[src/hdl/tei_pkg.sv]
package tei_pkg;

   // Default sizing of the stores
   localparam int DEF_NUM_TREES     = 16;
   localparam int DEF_DEEPEST_LEVEL = 8;
   localparam int DEF_NUM_FEATURES  = 256;

   // Field widths
   localparam int VALUE_W     = 32;
   localparam int SUM_W       = 36;
   localparam int TREE_NUM_W  = 4;
   localparam int NODE_IDX_W  = 9;
   localparam int FEAT_IDX_W  = 8;
   localparam int LEAF_ID_W   = 16;
   localparam int TREES_CFG_W = 5;
   localparam int DEPTH_CFG_W = 4;

   // Stream and register port widths
   localparam int REQ_TDATA_W = 144;
   localparam int RSP_TDATA_W = 88;
   localparam int CSR_IDX_W   = 1;
   localparam int CSR_DATA_W  = 5;

   // Register indexes
   localparam logic [CSR_IDX_W-1:0] CSR_TREES_IN_USE = 1'd0;
   localparam logic [CSR_IDX_W-1:0] CSR_DEPTH_LIMIT  = 1'd1;

   // Reset values of the registers
   localparam logic [TREES_CFG_W-1:0] TREES_RESET = 5'd16;
   localparam logic [DEPTH_CFG_W-1:0] DEPTH_RESET = 4'd8;

   // Node entry layout: leaf flag, feature, threshold
   localparam int SPLIT_W   = 1 + FEAT_IDX_W + VALUE_W;
   localparam int LEAF_W    = LEAF_ID_W + VALUE_W;
   localparam int LEAF_FLAG = SPLIT_W - 1;

   // Failed walk result
   localparam logic [LEAF_ID_W-1:0] FAIL_ID       = 16'hFFFF;
   localparam logic [VALUE_W-1:0]   MINUS_ONE_Q16 = 32'hFFFF_0000;

   // Command queue
   localparam int QUEUE_DEPTH = 4;
   localparam int QPTR_W      = $clog2(QUEUE_DEPTH);
   localparam int QCNT_W      = $clog2(QUEUE_DEPTH + 1);

   typedef enum logic [1:0] {
      CMD_NONE,
      CMD_SPLIT,
      CMD_LEAF,
      CMD_FEATURE
   } cmd_kind_type;

   typedef struct packed {
      cmd_kind_type           kind;
      logic [TREE_NUM_W-1:0]  tree;
      logic [NODE_IDX_W-1:0]  node;
      logic [FEAT_IDX_W-1:0]  sel;      // split feature or query feature index
      logic [VALUE_W-1:0]     value;    // threshold, leaf value or feature value
      logic [LEAF_ID_W-1:0]   leaf_id;
      logic                   start;    // walk all trees after this command
   } cmd_type;

   typedef struct packed {
      logic [TREES_CFG_W-1:0] trees_in_use;
      logic [DEPTH_CFG_W-1:0] depth_limit;
   } cfg_type;

   typedef enum logic [2:0] {
      B_IDLE,
      B_FETCH,
      B_DECIDE,
      B_COMPARE,
      B_EMIT
   } back_state_type;

endpackage

[src/hdl/tei_front.sv]
module tei_front #(
   parameter int NUM_TREES     = tei_pkg::DEF_NUM_TREES,
   parameter int DEEPEST_LEVEL = tei_pkg::DEF_DEEPEST_LEVEL,
   parameter int NUM_FEATURES  = tei_pkg::DEF_NUM_FEATURES
) (
   input  logic                            req_tvalid,
   output logic                            req_tready,
   input  logic [tei_pkg::REQ_TDATA_W-1:0] req_tdata,
   input  logic                            req_tuser,
   input  logic                            req_tlast,
   input  logic                            queue_full,
   output logic                            push,
   output tei_pkg::cmd_type                push_cmd
);
   import tei_pkg::*;

   localparam int NODES_PER_TREE = 1 << (DEEPEST_LEVEL + 1);
   localparam int FEAT_N = (NUM_FEATURES < (1 << FEAT_IDX_W)) ? NUM_FEATURES
                                                              : (1 << FEAT_IDX_W);

   logic [TREE_NUM_W-1:0] f_tree;
   logic [NODE_IDX_W-1:0] f_node;
   logic                  f_is_leaf;
   logic [FEAT_IDX_W-1:0] f_split_feature;
   logic [VALUE_W-1:0]    f_threshold;
   logic [VALUE_W-1:0]    f_leaf_value;
   logic [LEAF_ID_W-1:0]  f_leaf_number;
   logic [FEAT_IDX_W-1:0] f_feature_index;
   logic [VALUE_W-1:0]    f_feature_value;
   logic                  f_present;

   // Unpack the request fields
   assign f_tree          = req_tdata[3:0];
   assign f_node          = req_tdata[12:4];
   assign f_is_leaf       = req_tdata[13];
   assign f_split_feature = req_tdata[21:14];
   assign f_threshold     = req_tdata[53:22];
   assign f_leaf_value    = req_tdata[85:54];
   assign f_leaf_number   = req_tdata[101:86];
   assign f_feature_index = req_tdata[109:102];
   assign f_feature_value = req_tdata[141:110];
   assign f_present       = req_tdata[142];

   assign req_tready = !queue_full;
   assign push       = req_tvalid && !queue_full;

   // Classify: out-of-store loads/writes, absent features become no-ops
   always_comb begin
      push_cmd.kind    = CMD_NONE;
      push_cmd.tree    = f_tree;
      push_cmd.node    = f_node;
      push_cmd.sel     = f_split_feature;
      push_cmd.value   = f_threshold;
      push_cmd.leaf_id = f_leaf_number;
      push_cmd.start   = 1'b0;
      if (!req_tuser) begin
         if ((int'(f_tree) < NUM_TREES) && (int'(f_node) < NODES_PER_TREE)) begin
            if (f_is_leaf) begin
               push_cmd.kind  = CMD_LEAF;
               push_cmd.value = f_leaf_value;
            end else begin
               push_cmd.kind = CMD_SPLIT;
            end
         end
      end else begin
         push_cmd.sel   = f_feature_index;
         push_cmd.value = f_feature_value;
         push_cmd.start = req_tlast;
         if (f_present && (int'(f_feature_index) < FEAT_N)) begin
            push_cmd.kind = CMD_FEATURE;
         end
      end
   end

endmodule

[config.mk]
export PLATFORM = sky130hd
export DESIGN_NAME = tei_front
export DESIGN_NICKNAME = d
export VERILOG_FILES = /design/src/hdl/tei_pkg.sv /design/src/hdl/tei_front.sv
export SDC_FILE = /design/constraint.sdc
export NUM_CORES = 1
export LEC_CHECK = 0
export CORE_AREA = 10 10 79 81
export DETAILED_ROUTE_END_ITERATION = 8
export DIE_AREA = 0 0 89 91
export DONT_BUFFER_PORTS = 1
export GPL_TIMING_DRIVEN = 0
export PLACE_DENSITY = 0.36
export SLEW_MARGIN = 20
export SYNTH_ARGS = -nofsm -noshare
export SYNTH_HDL_FRONTEND = slang
export SYNTH_SLANG_ARGS = --single-unit
[constraint.sdc]
create_clock -name vclk -period 0.8
set_input_delay 0.16 -clock vclk [all_inputs]
set_output_delay 0.16 -clock vclk [all_outputs]
set_load 0.01 [all_outputs]
==> impl_metrics.ini <==
[status]
outcome = finished, violations left
violations = setup timing

[finish]
final_cell_mix = o21ai_2 (33), nand2_1 (32), buf_4 (30)
n_clock_buffer = 0
final_nets = 304
seq_area_um2 = 0
diodes = 0
drive_gt1_share_pct = 63.64
n_sequential_cell = 0
synthToLayoutAreaGrowth_pct = 37.44
final_common_cell = o21ai_2

[logic_synthesis]
ys_warn_count = 0
synthDistinctLibCells = 13
synthCells = 152
syn_avg_cell_area_um2 = 6.947
synth_nets = 300
ys_seq_area_share_pct = 0
syn_area_um2 = 1056

[sta]
hold_violations = 0
fin_ws_ns = -0.1400
fin_crit_sh_pct = 117.5
finalSetupViolCount = 32
drv_slew = 0
holdWs_ns = 0.3679
fin_crit_ns = 0.9400
relSlewSlack_pct = 78.13
rsz0062_at_grt = yes
max_freq_ghz = 1.064
setup-tns-final_ns = -3.414
max_slew.worst_pin.slew_ns = 0.3280

[flow_run]
maxCapViolations = 0

[global_route]
grt_pass1_wl_um = 7769
grt.busiest_layer = met2
grt-ovfl-total = 0
grt_start_max_net_pins = 11
grt_pass1_vias = 1376
met2_usage_pct = 24.47
globalRouteMet3Util_pct = 5.362
gr-usage-all-layers_pct = 11.75
antenna_found_initial = 0
met1_usage_pct = 9.898

[min_path]
hold_class = primary input to primary output
hold_start = queue_full

[detailed_routing]
finalWirelength_um = 6016
vias = 1155
routedWlPerCell_um = 28.92
avgViaCountPerCell = 5.553
drc = 0
drt_iter0_drc = 21
drtPass1Iterations = 4
ant_nets = 0

[pwr]
p_leak_nw = 0.6735
ir_drop_mv = 0.1702
power_uw = 957.9
power_density_nw_per_um2 = 660.0

[die]
dieHeight_um = 91
die_w_um = 89
fp.coreArea_um2 = 4661
num_rows = 25
ios = 222
initial_core_util_pct = 22.66
dieArea_um2 = 8099

[placed_design]
hpwlAfterDp_um = 5237
port_buffers = 0
gp_congestion = 0.6707

[setup_path]
cp-end-kind = primary output
slowest_stage = mux2i_4
crit_type = primary input to primary output
cpMostUsedCell = buf_12
cp-startpoint = req_tdata[13]
worstSetupStartpointType = primary input
critical_path_arrival_ns = 0.78
path_cells = buf_12 > buf_12 > mux2i_4 > o21ai_2
crit_required_ns = 0.64
slowest_delay_ns = 0.18
cp_max_fo = 5

[clock_network]
hold_buffers = 0
## routing by layer
| layer | share of wire, % | wire length, um |
|---|---|---|
| met1 | 28 | 1687 |
| met2 | 56 | 3360 |
| met3 | 15 | 925 |
| met4 | 0.71 | 43 |
| met5 | 0 | 0 |
## cells by family after synthesis
group                  count (synthesis)  synth area share (%)
AO/OA/AOI/OAI                         34                 16.11
multiplexers                          40                 38.86
buffers and inverters                 43                 32.11
AND/OR/NAND/NOR                       35                 12.92
## timing repair
action | in CTS | in global routing
gates resized for setup | 49 | 14
gates cloned | 0 | 1
buffers inserted | 0 | 1
endpoints found under the hold margin | 0 | 0
setup endpoints to repair | 43 | 34
## stage by stage
stage               cell area, um2  instances  util, %  setup slack [ns]
floorplan                     1104        152        -          -0.09014
global placement              1171        206    25.13           -0.2057
detailed placement            1171        206    25.13           -0.2355
CTS                           1344        206    28.83           -0.1387
global route                  1451        208    31.14           -0.1659
finish                        1451        208    31.14           -0.1400
## synth_stat cells
master | instances | share of area (%)
and2_1 | 1 | 0.59
buf_12 | 3 | 5.7
buf_2 | 4 | 1.9
buf_4 | 31 | 22
buf_6 | 1 | 1.1
clkbuf_1 | 2 | 0.71
inv_1 | 2 | 0.71
mux2_2 | 8 | 8.5
mux2i_1 | 32 | 30
nand2_1 | 33 | 12
nor2b_1 | 1 | 0.59
o21ai_0 | 6 | 2.8
o21ai_1 | 28 | 13
## final timing paths
check,slack (ns),cells past startpoint,to
max,-0.14,4,push_cmd[26]
min,0.37,1,req_tready
## worst max-delay path: cells and delay by family
| family | cells | cell delay (ns) |
|---|---|---|
| AO/OA/AOI/OAI | 1 | 0.18 |
| buffers and inverters | 2 | 0.26 |
| multiplexers | 1 | 0.18 |
## cell type report
cell class / count / area [um2]
inverter: 2 / 7.507
buffer: 41 / 397.9
multi-input combinational: 109 / 933.4
timing repair buffer: 2 / 45.04
fill: 499 / 3209
tap: 54 / 67.56
## where the power goes
| part | internal (mW) | leakage, nW | switching [mW] | total (mW) |
|---|---|---|---|---|
| logic | 0.453 | 0.673 | 0.505 | 0.958 |
| clock network | 0 | 0 | 0 | 0 |
| registers | 0 | 0 | 0 | 0 |
| total | 0.453 | 0.673 | 0.505 | 0.958 |
Power figures use the tool's default switching activity.
