--- config.mk ---
export PLATFORM = sky130hd
export DESIGN_NAME = tei_queue
export DESIGN_NICKNAME = d
export VERILOG_FILES = /design/src/hdl/tei_pkg.sv /design/src/hdl/tei_queue.sv
export SDC_FILE = /design/constraint.sdc
export NUM_CORES = 1
export LEC_CHECK = 0
export ABC_CLOCK_PERIOD_IN_PS = 2680
export BUFFER_PORTS_ARGS = -buffer_cell sky130_fd_sc_hd__buf_2
export CORE_MARGIN = 5
export CORE_UTILIZATION = 59
export CTS_BUF_LIST = sky130_fd_sc_hd__clkbuf_8
export DETAILED_ROUTE_END_ITERATION = 8
export PLACE_DENSITY = 0.82
export SETUP_SLACK_MARGIN = 0.2
export SLEW_MARGIN = 10
export SYNTH_ARGS = -nofsm -noshare
export SYNTH_HDL_FRONTEND = slang
export SYNTH_SLANG_ARGS = --single-unit
--- constraint.sdc ---
create_clock -name clock -period 2.68 [get_ports clock]
set_clock_uncertainty 0.1 [all_clocks]
set_input_delay 0.268 -clock clock [delete_from_list [all_inputs] [get_ports clock]]
set_output_delay 0.268 -clock clock [all_outputs]
set_load 0.05 [all_outputs]
--- src/hdl/tei_pkg.sv ---
package tei_pkg;

   // Default sizing of the stores
   localparam int DEF_NUM_TREES     = 16;
   localparam int DEF_DEEPEST_LEVEL = 8;
   localparam int DEF_NUM_FEATURES  = 256;

   // Field widths
   localparam int VALUE_W     = 32;
   localparam int SUM_W       = 36;
   localparam int TREE_NUM_W  = 4;
   localparam int NODE_IDX_W  = 9;
   localparam int FEAT_IDX_W  = 8;
   localparam int LEAF_ID_W   = 16;
   localparam int TREES_CFG_W = 5;
   localparam int DEPTH_CFG_W = 4;

   // Stream and register port widths
   localparam int REQ_TDATA_W = 144;
   localparam int RSP_TDATA_W = 88;
   localparam int CSR_IDX_W   = 1;
   localparam int CSR_DATA_W  = 5;

   // Register indexes
   localparam logic [CSR_IDX_W-1:0] CSR_TREES_IN_USE = 1'd0;
   localparam logic [CSR_IDX_W-1:0] CSR_DEPTH_LIMIT  = 1'd1;

   // Reset values of the registers
   localparam logic [TREES_CFG_W-1:0] TREES_RESET = 5'd16;
   localparam logic [DEPTH_CFG_W-1:0] DEPTH_RESET = 4'd8;

   // Node entry layout: leaf flag, feature, threshold
   localparam int SPLIT_W   = 1 + FEAT_IDX_W + VALUE_W;
   localparam int LEAF_W    = LEAF_ID_W + VALUE_W;
   localparam int LEAF_FLAG = SPLIT_W - 1;

   // Failed walk result
   localparam logic [LEAF_ID_W-1:0] FAIL_ID       = 16'hFFFF;
   localparam logic [VALUE_W-1:0]   MINUS_ONE_Q16 = 32'hFFFF_0000;

   // Command queue
   localparam int QUEUE_DEPTH = 4;
   localparam int QPTR_W      = $clog2(QUEUE_DEPTH);
   localparam int QCNT_W      = $clog2(QUEUE_DEPTH + 1);

   typedef enum logic [1:0] {
      CMD_NONE,
      CMD_SPLIT,
      CMD_LEAF,
      CMD_FEATURE
   } cmd_kind_type;

   typedef struct packed {
      cmd_kind_type           kind;
      logic [TREE_NUM_W-1:0]  tree;
      logic [NODE_IDX_W-1:0]  node;
      logic [FEAT_IDX_W-1:0]  sel;      // split feature or query feature index
      logic [VALUE_W-1:0]     value;    // threshold, leaf value or feature value
      logic [LEAF_ID_W-1:0]   leaf_id;
      logic                   start;    // walk all trees after this command
   } cmd_type;

   typedef struct packed {
      logic [TREES_CFG_W-1:0] trees_in_use;
      logic [DEPTH_CFG_W-1:0] depth_limit;
   } cfg_type;

   typedef enum logic [2:0] {
      B_IDLE,
      B_FETCH,
      B_DECIDE,
      B_COMPARE,
      B_EMIT
   } back_state_type;

endpackage

--- src/hdl/tei_queue.sv ---
module tei_queue (
   input  logic             clock,
   input  logic             reset,
   input  logic             push,
   input  tei_pkg::cmd_type push_cmd,
   output logic             full,
   input  logic             pop,
   output logic             valid,
   output tei_pkg::cmd_type pop_cmd
);
   import tei_pkg::*;

   cmd_type           entry_ff [QUEUE_DEPTH];
   logic [QPTR_W-1:0] wr_ptr_ff, wr_ptr_in;
   logic [QPTR_W-1:0] rd_ptr_ff, rd_ptr_in;
   logic [QCNT_W-1:0] count_ff, count_in;
   logic              do_push;
   logic              do_pop;

   assign full    = (count_ff == QCNT_W'(QUEUE_DEPTH));
   assign valid   = (count_ff != '0);
   assign pop_cmd = entry_ff[rd_ptr_ff];
   assign do_push = push && !full;
   assign do_pop  = pop && valid;

   // Pointer and fill count update
   always_comb begin
      wr_ptr_in = wr_ptr_ff;
      rd_ptr_in = rd_ptr_ff;
      count_in  = count_ff;
      if (do_push) begin
         wr_ptr_in = (wr_ptr_ff == QPTR_W'(QUEUE_DEPTH - 1)) ? '0 : wr_ptr_ff + QPTR_W'(1);
      end
      if (do_pop) begin
         rd_ptr_in = (rd_ptr_ff == QPTR_W'(QUEUE_DEPTH - 1)) ? '0 : rd_ptr_ff + QPTR_W'(1);
      end
      if (do_push && !do_pop) begin
         count_in = count_ff + QCNT_W'(1);
      end else if (do_pop && !do_push) begin
         count_in = count_ff - QCNT_W'(1);
      end
   end

   always_ff @(posedge clock) begin
      if (reset) begin
         wr_ptr_ff <= '0;
         rd_ptr_ff <= '0;
         count_ff  <= '0;
      end else begin
         wr_ptr_ff <= wr_ptr_in;
         rd_ptr_ff <= rd_ptr_in;
         count_ff  <= count_in;
      end
   end

   // Entry storage
   always_ff @(posedge clock) begin
      if (do_push) begin
         entry_ff[wr_ptr_ff] <= push_cmd;
      end
   end

endmodule

==> results by group, run 1 <==
Finish
  • Diode count: 0
  • Nets@finish: 782
  • Area growth syn-to-layout: 25.4%
  • Share of post-route cells with drive strength above 1: 43.0%

Timing
  • Hold slack: 0.0433 ns
  • Slew margin rel.: 66.8%
  • Measured slew at the worst slew-check pin: 0.499 ns
  • Slew Limit Fails: 0
  • Tcrit/Tclk final: 90.7%
  • RSZ-0062 raised after global routing: true
  • Setup violators final: 0
  • Setup TNS: 0 ns
  • Hold Vio Cnt, Final: 0
  • Final min period: 2.43 ns
  • Max Freq: 411 MHz

Floorplan
  • Core area: 18100 µm²
  • Initial core utilization: 60.2%
  • Die width: 146 µm
  • Num rows: 49
  • Boundary Pins: 150
  • Die H: 146 µm
  • Die area: 21300 µm²

Synth
  • Mapped Cells: 426
  • Mapped cell area: 10900 µm²
  • Synthesized area per cell: 25.6 µm²
  • Yosys top cell by area: edfxtp_1
  • Post-synthesis compound-gate area fraction: 0.459%
  • Synth top area cells: edfxtp_1, mux4_2, dfxtp_1, buf_6, ha_1
  • FF+latch count, synth: 297
  • Simple-gate area share of the yosys netlist: 0.884%
  • Mux contribution to synthesized area: 15.1%
  • Ys flop type: edfxtp_1
  • Netlist cell types: 26
  • Seq/Total Area, Yosys: 81.0%
  • Post-synthesis adder-cell area fraction: 0.873%
  • EDFF count, synth: 288
  • Main combinational cell family by area after synthesis: multiplexers
  • Yosys warns: 0
  • Xor/xnor cell area share of the yosys netlist: 0.161%
  • Net Count, Synth: 509
  • Commonest cells post-synth: edfxtp_1, mux4_2, dfxtp_1, buf_6, buf_2
  • Ys async rst share: 0%
  • Most common cell in the netlist: edfxtp_1
  • Synth top area share: 79.4%

Power and ir drop
  • Seq pwr share: 44.2%
  • Internal power: 8570 µW
  • Gate power share: 31.4%
  • Leakage: 0.00474 µW
  • Clk pwr share: 24.4%
  • Sw Pwr: 4550 µW
  • Net Sw Frac: 34.7%
  • VDD IR-drop max: 0.000666 V
  • Pwr dens: 961 nW/µm²

Routing
  • DRT iter0 DRCs: 219
  • Routed len/inst: 21.6 µm
  • Drt total wl: 20800 µm
  • DR pass1 iterations: 4
  • Vias: 5316
  • Residual DRC: 0
  • DR vias/cell: 5.51
  • Antenna viol nets, final: 0

CTS
  • Clk root buf: clkbuf_8
  • Clock buffer depth: 3
  • Clk slew on worst S/H paths: 0.06 ns
  • Htree depth: 2
  • Clk_lat worst skew: 0.53 ns
  • CTS tree: yes
  • CTS buffer count: 45
  • Clk sinks: 297

Setup path
  • Bufs and invs on worst path: 1
  • Worst Path Required: 3.03 ns
  • Slowest stage delay, CP: 0.42 ns
  • Worst-path maximum fanout: 5
  • Worst Setup Start Kind: flop
  • Critical path cell sequence: o31ai_2 > ha_2 > inv_1 > fa_1 > xor2_1 > or3_2 > a21oi_1
  • CP arrival: 2.78 ns
  • Crit path max-delay cell type: o31ai_2
  • Crit-path leading delay family: adder cells
  • Critical Path Sink Type: flop
  • Critical path class: flop to flop

Flow run
  • Maxcap violations: 0

Hold path
  • HP Class: input pin to flop

Placed design
  • Port-buffer cells: 149
  • Routability congestion estimate: 0.732
  • Dpl hpwl: 12400 µm

Outcome
  • Status: finished, final reports clean

GRT
  • Vias in the first global route: 6001
  • Initial antenna violation count: 0
  • First-pass GRT wire length: 33100 µm
  • Global route overflow: 0
  • Largest net degree at the start of global routing: 30
  • Global-route usage over all layers: 20.1%
-- cells by family after synthesis --
kind of cell / after synthesis
multiplexers: 74
buffers and inverters: 23
XOR/XNOR: 2
AO/OA/AOI/OAI: 7
flip-flops: 297
AND/OR/NAND/NOR: 16
adder cells (fa/ha/maj): 7
-- state kept, by name (all words and copies together) (netlist names), named ones only --
register,flops
rd_ptr_ff,2
wr_ptr_ff,2
entry_ff,288
count_ff,3
-- power groups by stage --
stage | combinational (µW) | sequential, µW | clock [µW]
2_1_floorplan | 3120 | 5800 | 0
3_3_place_gp | 3910 | 5890 | 0
3_5_place_dp | 3960 | 5940 | 0
4_1_cts | 4150 | 5800 | 3270
5_1_grt | 4340 | 5840 | 3530
6_report | 4120 | 5800 | 3200
-- stage by stage --
step	power, µW	setup WS, ns	area, µm²	util [%]	std cells
finish	13100	0.248	13700	75.5	964
global route	13700	0.180	13700	75.5	964
CTS	13200	0.207	13600	75.4	964
detailed placement	9910	0.114	12100	66.8	803
global placement	9800	0.275	12100	66.8	803
floorplan	8920	0.310	10900	-	426
-- tightest hold or removal path, cell delays in order --
cell	delay, ns
buf_2	0.09
o31ai_2	0.10
nand2_1	0.08
a21oi_1	0.08
-- routing by layer --
layer	up-vias	global-route usage (%)	part of all wire, %
li1	2384	-	-
met1	2726	25.0	37
met2	173	35.6	55
met3	33	4.89	6.3
met4	0	5.89	1.9
met5	-	0	0
-- cells in the final DEF (no fill, tap or decap), types with 2 or more instances in the layout --
cell type,instances
clkinvlp_4,3
nand3_1,2
edfxtp_1,288
a21oi_1,3
clkinv_2,10
mux4_2,72
nor2_1,3
buf_12,11
inv_1,17
clkinv_1,12
mux2i_1,2
xor2_1,2
buf_6,2
buf_4,7
dfxtp_4,2
or3_2,2
dlygate4sd3_1,74
and3_4,4
clkbuf_8,45
ha_1,5
o31ai_2,2
dfxtp_2,2
buf_2,149
dfxtp_1,5
-- area by class of cell --
cell class                 count  area (µm²)
sequential                   297        8840
fill                         954        4430
multi-input combinational    106        1930
timing repair buffer         244        1800
clock buffer                  45         619
tap                          229         287
clock inverter                38         166
inverter                       5        23.8
-- timing repair --
action / 4_1_cts / 5_1_grt
hold endpoints to repair: 297 / 0
endpoints found under the setup margin: 61 / 7
setup buffers: 4 / 0
resized for setup: 2 / 5
hold buffers: 74 / 0
-- path summary, 6_finish.rpt --
path                     start          end  slack, ns  cells past startpoint
hold reg to reg   rd_ptr_ff[0]         flop       0.41                      2
hold / removal             pop         flop       0.04                      4
setup / recovery   count_ff[1]  count_ff[2]       0.25                      7
setup reg to reg   count_ff[1]  count_ff[2]       0.25                      7
Power figures use the tool's default switching activity.
==> run 2: changes to the inputs <==
--- a/constraint.sdc
+++ b/constraint.sdc
@@ -4,2 +4,2 @@
 set_output_delay 0.268 -clock clock [all_outputs]
-set_load 0.05 [all_outputs]
+set_load 0.01 [all_outputs]
==> results by group, run 2 (synthesis gave the netlist of run 1 again) <==
Routing
  • Residual DRC: 0 (unchanged)
  • DRT iter0 DRCs: 278 (+27%)
  • Drt total wl: 21000 µm (+0.81%)
  • Routed len/inst: 21.8 µm (+1.1%)
  • DR vias/cell: 5.63 (+2.0%)
  • Antenna viol nets, final: 0 (unchanged)
  • Vias: 5408 (+1.7%)
  • DR pass1 iterations: 7 (+3)

Setup path
  • Critical path cell sequence: or3b_4 > clkinv_4 > nor2_2 > ha_2 > inv_1 > fa_1 > xor2_1 > or3_2 > a21oi_1
  • Worst Setup Start Kind: flop
  • R2R Path Start: count_ff[2]
  • Critical path class: flop to flop
  • Worst Path Required: 3.04 ns (about the same)
  • Crit-path leading delay family: simple AND/OR/NAND/NOR gates
  • Slowest stage delay, CP: 0.41 ns (about the same)
  • CP arrival: 2.75 ns (-0.03 ns)
  • Crit path max-delay cell type: or3_2
  • Worst-path maximum fanout: 7 (+2)
  • Critical Path Sink Type: flop
  • Critical Path Source: count_ff[2]
  • Bufs and invs on worst path: 2 (+1)
  • Flop2flop setup slack: 0.28 ns (+0.04 ns)

Outcome
  • Status: finished, final reports clean

Finish
  • Share of post-route cells with drive strength above 1: 42.7% (-0.25 points)
  • Top Registers: entry_ff: 288 flops, count_ff: 3 flops
  • Most common cell after layout, fill and taps aside: edfxtp_1
  • Largest register by flop count: entry_ff
  • Commonest cells after routing, fill and taps aside: edfxtp_1, buf_2, dlygate4sd3_1
  • Max reg flops: 288 (unchanged)
  • Area growth syn-to-layout: 25.6%
  • Post-Route Utilization: 75.6% (+0.14 points)
  • Design area: 13700 µm² (+0.18%)
  • Nets@finish: 781 (-0.13%)

CTS
  • Htree depth: 2 (unchanged)
  • CTS tree: yes
  • Clock buffer depth: 3 (unchanged)
  • CTS buffer count: 45 (unchanged)
  • Clk root buf: clkbuf_8
  • Clk sinks: 297 (unchanged)
  • Clk slew on worst S/H paths: 0.06 ns (about the same)
  • Clk_lat worst skew: 0.52 ns (about the same)

Placed design
  • Routability congestion estimate: 0.746 (+2.0%)
  • Port-buffer cells: 149 (unchanged)
  • Dpl ws: 0.146 ns (+0.0313 ns)
  • Placed Instance Area: 12000 µm² (-0.48%)
  • Dpl hpwl: 12400 µm (-0.30%)

Floorplan
  • Die H: 146 µm (unchanged)
  • Core area: 18100 µm² (unchanged)
  • Die width: 146 µm (unchanged)
  • Num rows: 49 (unchanged)
  • Die area: 21300 µm² (unchanged)
  • Initial core utilization: 60.2% (unchanged)
  • Boundary Pins: 150 (unchanged)

Timing
  • Setup violators final: 0 (unchanged)
  • Tcrit/Tclk final: 89.4% (-1.3 points)
  • Final min period: 2.40 ns (-0.0361 ns)
  • RSZ-0062 raised after global routing: true
  • Slew margin rel.: 63.8% (-3.0 points)
  • Measured slew at the worst slew-check pin: 0.543 ns (+0.0443 ns)
  • Worst Slack Setup Final: 0.284 ns (+0.0361 ns)
  • Max Freq: 417 MHz (+1.5%)
  • Hold Vio Cnt, Final: 0 (unchanged)
  • Slew Limit Fails: 0 (unchanged)
  • Setup TNS: 0 ns (unchanged)

GRT
  • First-pass GRT wire length: 32900 µm (-0.63%)
  • Initial antenna violation count: 2 (+2)
  • Global route overflow: 0 (unchanged)
  • Vias in the first global route: 5981 (-0.33%)
  • Largest net degree at the start of global routing: 58 (+93%)
  • Global-route usage over all layers: 20.1% (-0.081 points)

Power and ir drop
  • VDD IR-drop max: 0.000589 V (-12%)
  • Pwr dens: 870 nW/µm² (-9.4%)
  • Leakage: 0.00477 µW (+0.66%)

Hold path
  • Hold_sp: pop
  • HP Class: input pin to flop

Flow run
  • Maxcap violations: 0 (unchanged)
==> run 2: worst paths after layout <==
| check | to | cells past startpoint |
|---|---|---|
| max | count_ff[2] | 9 |
| min | flop | 4 |
| max reg2reg | count_ff[2] | 9 |
| min reg2reg | flop | 2 |
==> run 2: repair_timing <==
item | CTS | global route
gates resized for setup | 1 | 4
endpoints found under the hold margin | 297 | 0
hold buffers | 75 | 0
endpoints found under the setup margin | 58 | 5
buffers inserted | 3 | 0
==> run 2: area by class of cell <==
type,count,area (µm²)
Inverter,5,23.8
Multi-Input combinational cell,106,1920
Clock inverter,30,174
Sequential cell,297,8840
Timing Repair Buffer,243,1760
Clock buffer,49,674
Antenna cell,2,5.00
Tap cell,229,287
Fill cell,978,4400
==> run 2: power breakdown <==
group          internal (µW)  total [µW]  switching, µW
Clock                   1870        3440           1570
Combinational           1340        2670           1330
Sequential              5620        5800            173
Total                   8830       11900           3080
==> run 2: per-layer routing <==
metal	vias to the layer above	wire length [µm]	global-route usage [%]
met4	0	370	6.22
met2	199	11300	35.1
met5	-	0	0
li1	2385	-	-
met3	31	1430	4.92
met1	2793	7910	25.0
==> run 2: stage by stage <==
step | hold WS [ns] | std cells | total power (µW)
detailed placement | 0.385 | 802 | 8430
global placement | 0.371 | 802 | 8320
finish | 0.0456 | 961 | 11900
floorplan | 0.267 | 426 | 7470
CTS | 0.00228 | 959 | 12000
global route | 0.0409 | 961 | 12500
==> run 2: worst reg2reg max path, cell delays in order, from the launching register on <==
cell and delay, ns:
dfxtp_1 0.34, or3b_4 0.31, clkinv_4 0.08, nor2_2 0.13, ha_2 0.21, inv_1 0.05, fa_1 0.36, xor2_1 0.18
or3_2 0.41, a21oi_1 0.15
==> run 3: changes to the inputs <==
- ABC_CLOCK_PERIOD_IN_PS: 2680 -> 2500
- CORE_UTILIZATION: 59 -> 43
- PLACE_DENSITY: 0.82 -> default
- clock period: 2.68 -> 2.5 ns (I/O delays scaled with it)
==> results by group, run 3 (synthesis gave the netlist of run 1 again) <==
Routing
  • DRT iter0 DRCs: 276 (-0.72%)
  • DR vias/cell: 4.98 (-12%)
  • Vias: 5344 (-1.2%)
  • Drt total wl: 22300 µm (+6.3%)
  • DR pass1 iterations: 4 (-3)
  • Residual DRC: 0 (unchanged)
  • Antenna viol nets, final: 0 (unchanged)
  • Routed len/inst: 20.8 µm (-4.9%)

Flow run
  • Maxcap violations: 0 (unchanged)

Timing
  • Measured slew at the worst slew-check pin: 0.649 ns (+0.106 ns)
  • Max Freq: 436 MHz
  • Slew margin rel.: 56.7% (-7.1 points)
  • Final min period: 2.29 ns
  • Setup violators final: 0 (unchanged)
  • Tcrit/Tclk final: 91.7%
  • Slew Limit Fails: 0 (unchanged)
  • Hold slack: 0.351 ns (+0.305 ns)
  • Hold Vio Cnt, Final: 0 (unchanged)
  • RSZ-0062 raised after global routing: true
  • Setup TNS: 0 ns (unchanged)

Placed design
  • Port-buffer cells: 149 (unchanged)
  • Dpl hpwl: 11800 µm (-5.0%)
  • Placed Instance Area: 12100 µm² (+0.61%)
  • Routability congestion estimate: 0.756 (+1.4%)

CTS
  • CTS buffer count: 48 (+6.7%)
  • CTS tree: yes
  • Clk slew on worst S/H paths: 0.06 ns (about the same)
  • Clk_lat worst skew: 0.54 ns (+0.02 ns)
  • Clk sinks: 297 (unchanged)
  • Htree depth: 2 (unchanged)
  • Clock buffer depth: 3 (unchanged)
  • Clk root buf: clkbuf_8

Finish
  • Post-Route Utilization: 57.7% (-18 points)
  • Commonest cells after routing, fill and taps aside: edfxtp_1, buf_2, dlygate4sd3_1
  • Area growth syn-to-layout: 32.5%
  • Largest register by flop count: entry_ff
  • Top Registers: entry_ff: 288 flops, count_ff: 3 flops
  • FF+latch area: 8840 µm² (about the same)
  • Diode count: 0 (-2)
  • Most common cell after layout, fill and taps aside: edfxtp_1
  • Share of post-route cells with drive strength above 1: 43.5% (+0.81 points)
  • FILL cells: 1870 (+91%)
  • Design area: 14400 µm² (+5.5%)
  • Area of the multi-input gates: 1960 µm² (+2.1%)
  • Max reg flops: 288 (unchanged)
  • Nets@finish: 792 (+1.4%)

GRT
  • First-pass GRT wire length: 33300 µm (+1.4%)
  • Initial antenna violation count: 0 (-2)
  • Largest net degree at the start of global routing: 38 (-34%)
  • Vias in the first global route: 5867 (-1.9%)
  • Global-route usage over all layers: 15.1% (-4.9 points)
  • Global route overflow: 0 (unchanged)

Floorplan
  • Die width: 169 µm (+16%)
  • Die H: 169 µm (+16%)
  • Core area: 25000 µm² (+38%)
  • Die area: 28600 µm² (+34%)
  • Initial core utilization: 43.5% (-17 points)
  • Boundary Pins: 150 (unchanged)
  • Num rows: 58 (+18%)

Setup path
  • Critical path class: flop to output port
  • Worst-path maximum fanout: 7 (unchanged)
  • Critical Path Sink Type: output port
  • Worst Setup Start Kind: flop
  • Worst R2R Path Depth: 9 (unchanged)
  • Worst Path Required: 2.15 ns (-0.89 ns)
  • CP arrival: 1.94 ns (-0.81 ns)

Hold path
  • HP Class: input pin to flop
  • Hold Path Stages: 2 (-2)

Power and ir drop
  • Tot Pwr: 13600 µW (+15%)
  • Leakage: 0.00499 µW (+4.7%)
  • Pwr dens: 945 nW/µm² (+8.5%)
  • VDD IR-drop max: 0.000482 V (-18%)

Outcome
  • Status: finished, final reports clean
[run 3: layout make-up]
type,count,area share [%]
Sequential cell,297,61.3
Multi-Input combinational cell,106,13.6
Inverter,5,0.165
Timing Repair Buffer,251,16.2
Clock inverter,33,0.945
Clock buffer,52,4.96
Tap cell,330,2.86
[run 3: metrics by stage]
step | worst slack, ns | instances
5_1_grt | 0.134 | 1074
2_1_floorplan | 0.214 | 426
4_1_cts | 0.168 | 1066
3_5_place_dp | 0.0976 | 896
6_report | 0.207 | 1074
3_3_place_gp | 0.191 | 896
[run 3: power breakdown]
group	internal (µW)	switching, µW	leakage (µW)
logic	2130	1670	0.00178
clock network	1900	1740	0.000499
registers	6030	161	0.00272
total	10100	3570	0.00499
[run 3: final timing paths]
check | startpoint | end | slack [ns]
worst max register to register | count_ff[2] | count_ff[2] | 0.26
worst max-delay path | flop | pop_cmd[24] | 0.21
worst min register to register | rd_ptr_ff[0] | flop | 0.43
worst min-delay path | push_cmd[65] | entry_ff[3][65] | 0.35
[run 3: what timing repair did]
action | in CTS | in global routing
hold endpoints to repair | 297 | 0
cloned | 5 | 5
buffers inserted | 4 | 3
pin swaps | 0 | 3
gates resized for setup | 16 | 66
endpoints found under the setup margin | 73 | 69
hold buffers | 76 | 0
[run 3: worst max-delay path: stages (launching register included)]
cell and delay [ns]:
dfxtp_4 0.37, buf_12 0.17, buf_16 0.16, mux4_2 0.55, buf_6 0.15
[run 3: layer usage]
layer	GRT usage [%]	routed length [µm]	vias to the layer above
met4	4.20	348	0
met1	20.9	9360	2740
li1	-	-	2398
met2	24.3	11200	169
met3	3.80	1400	37
met5	0	0	-
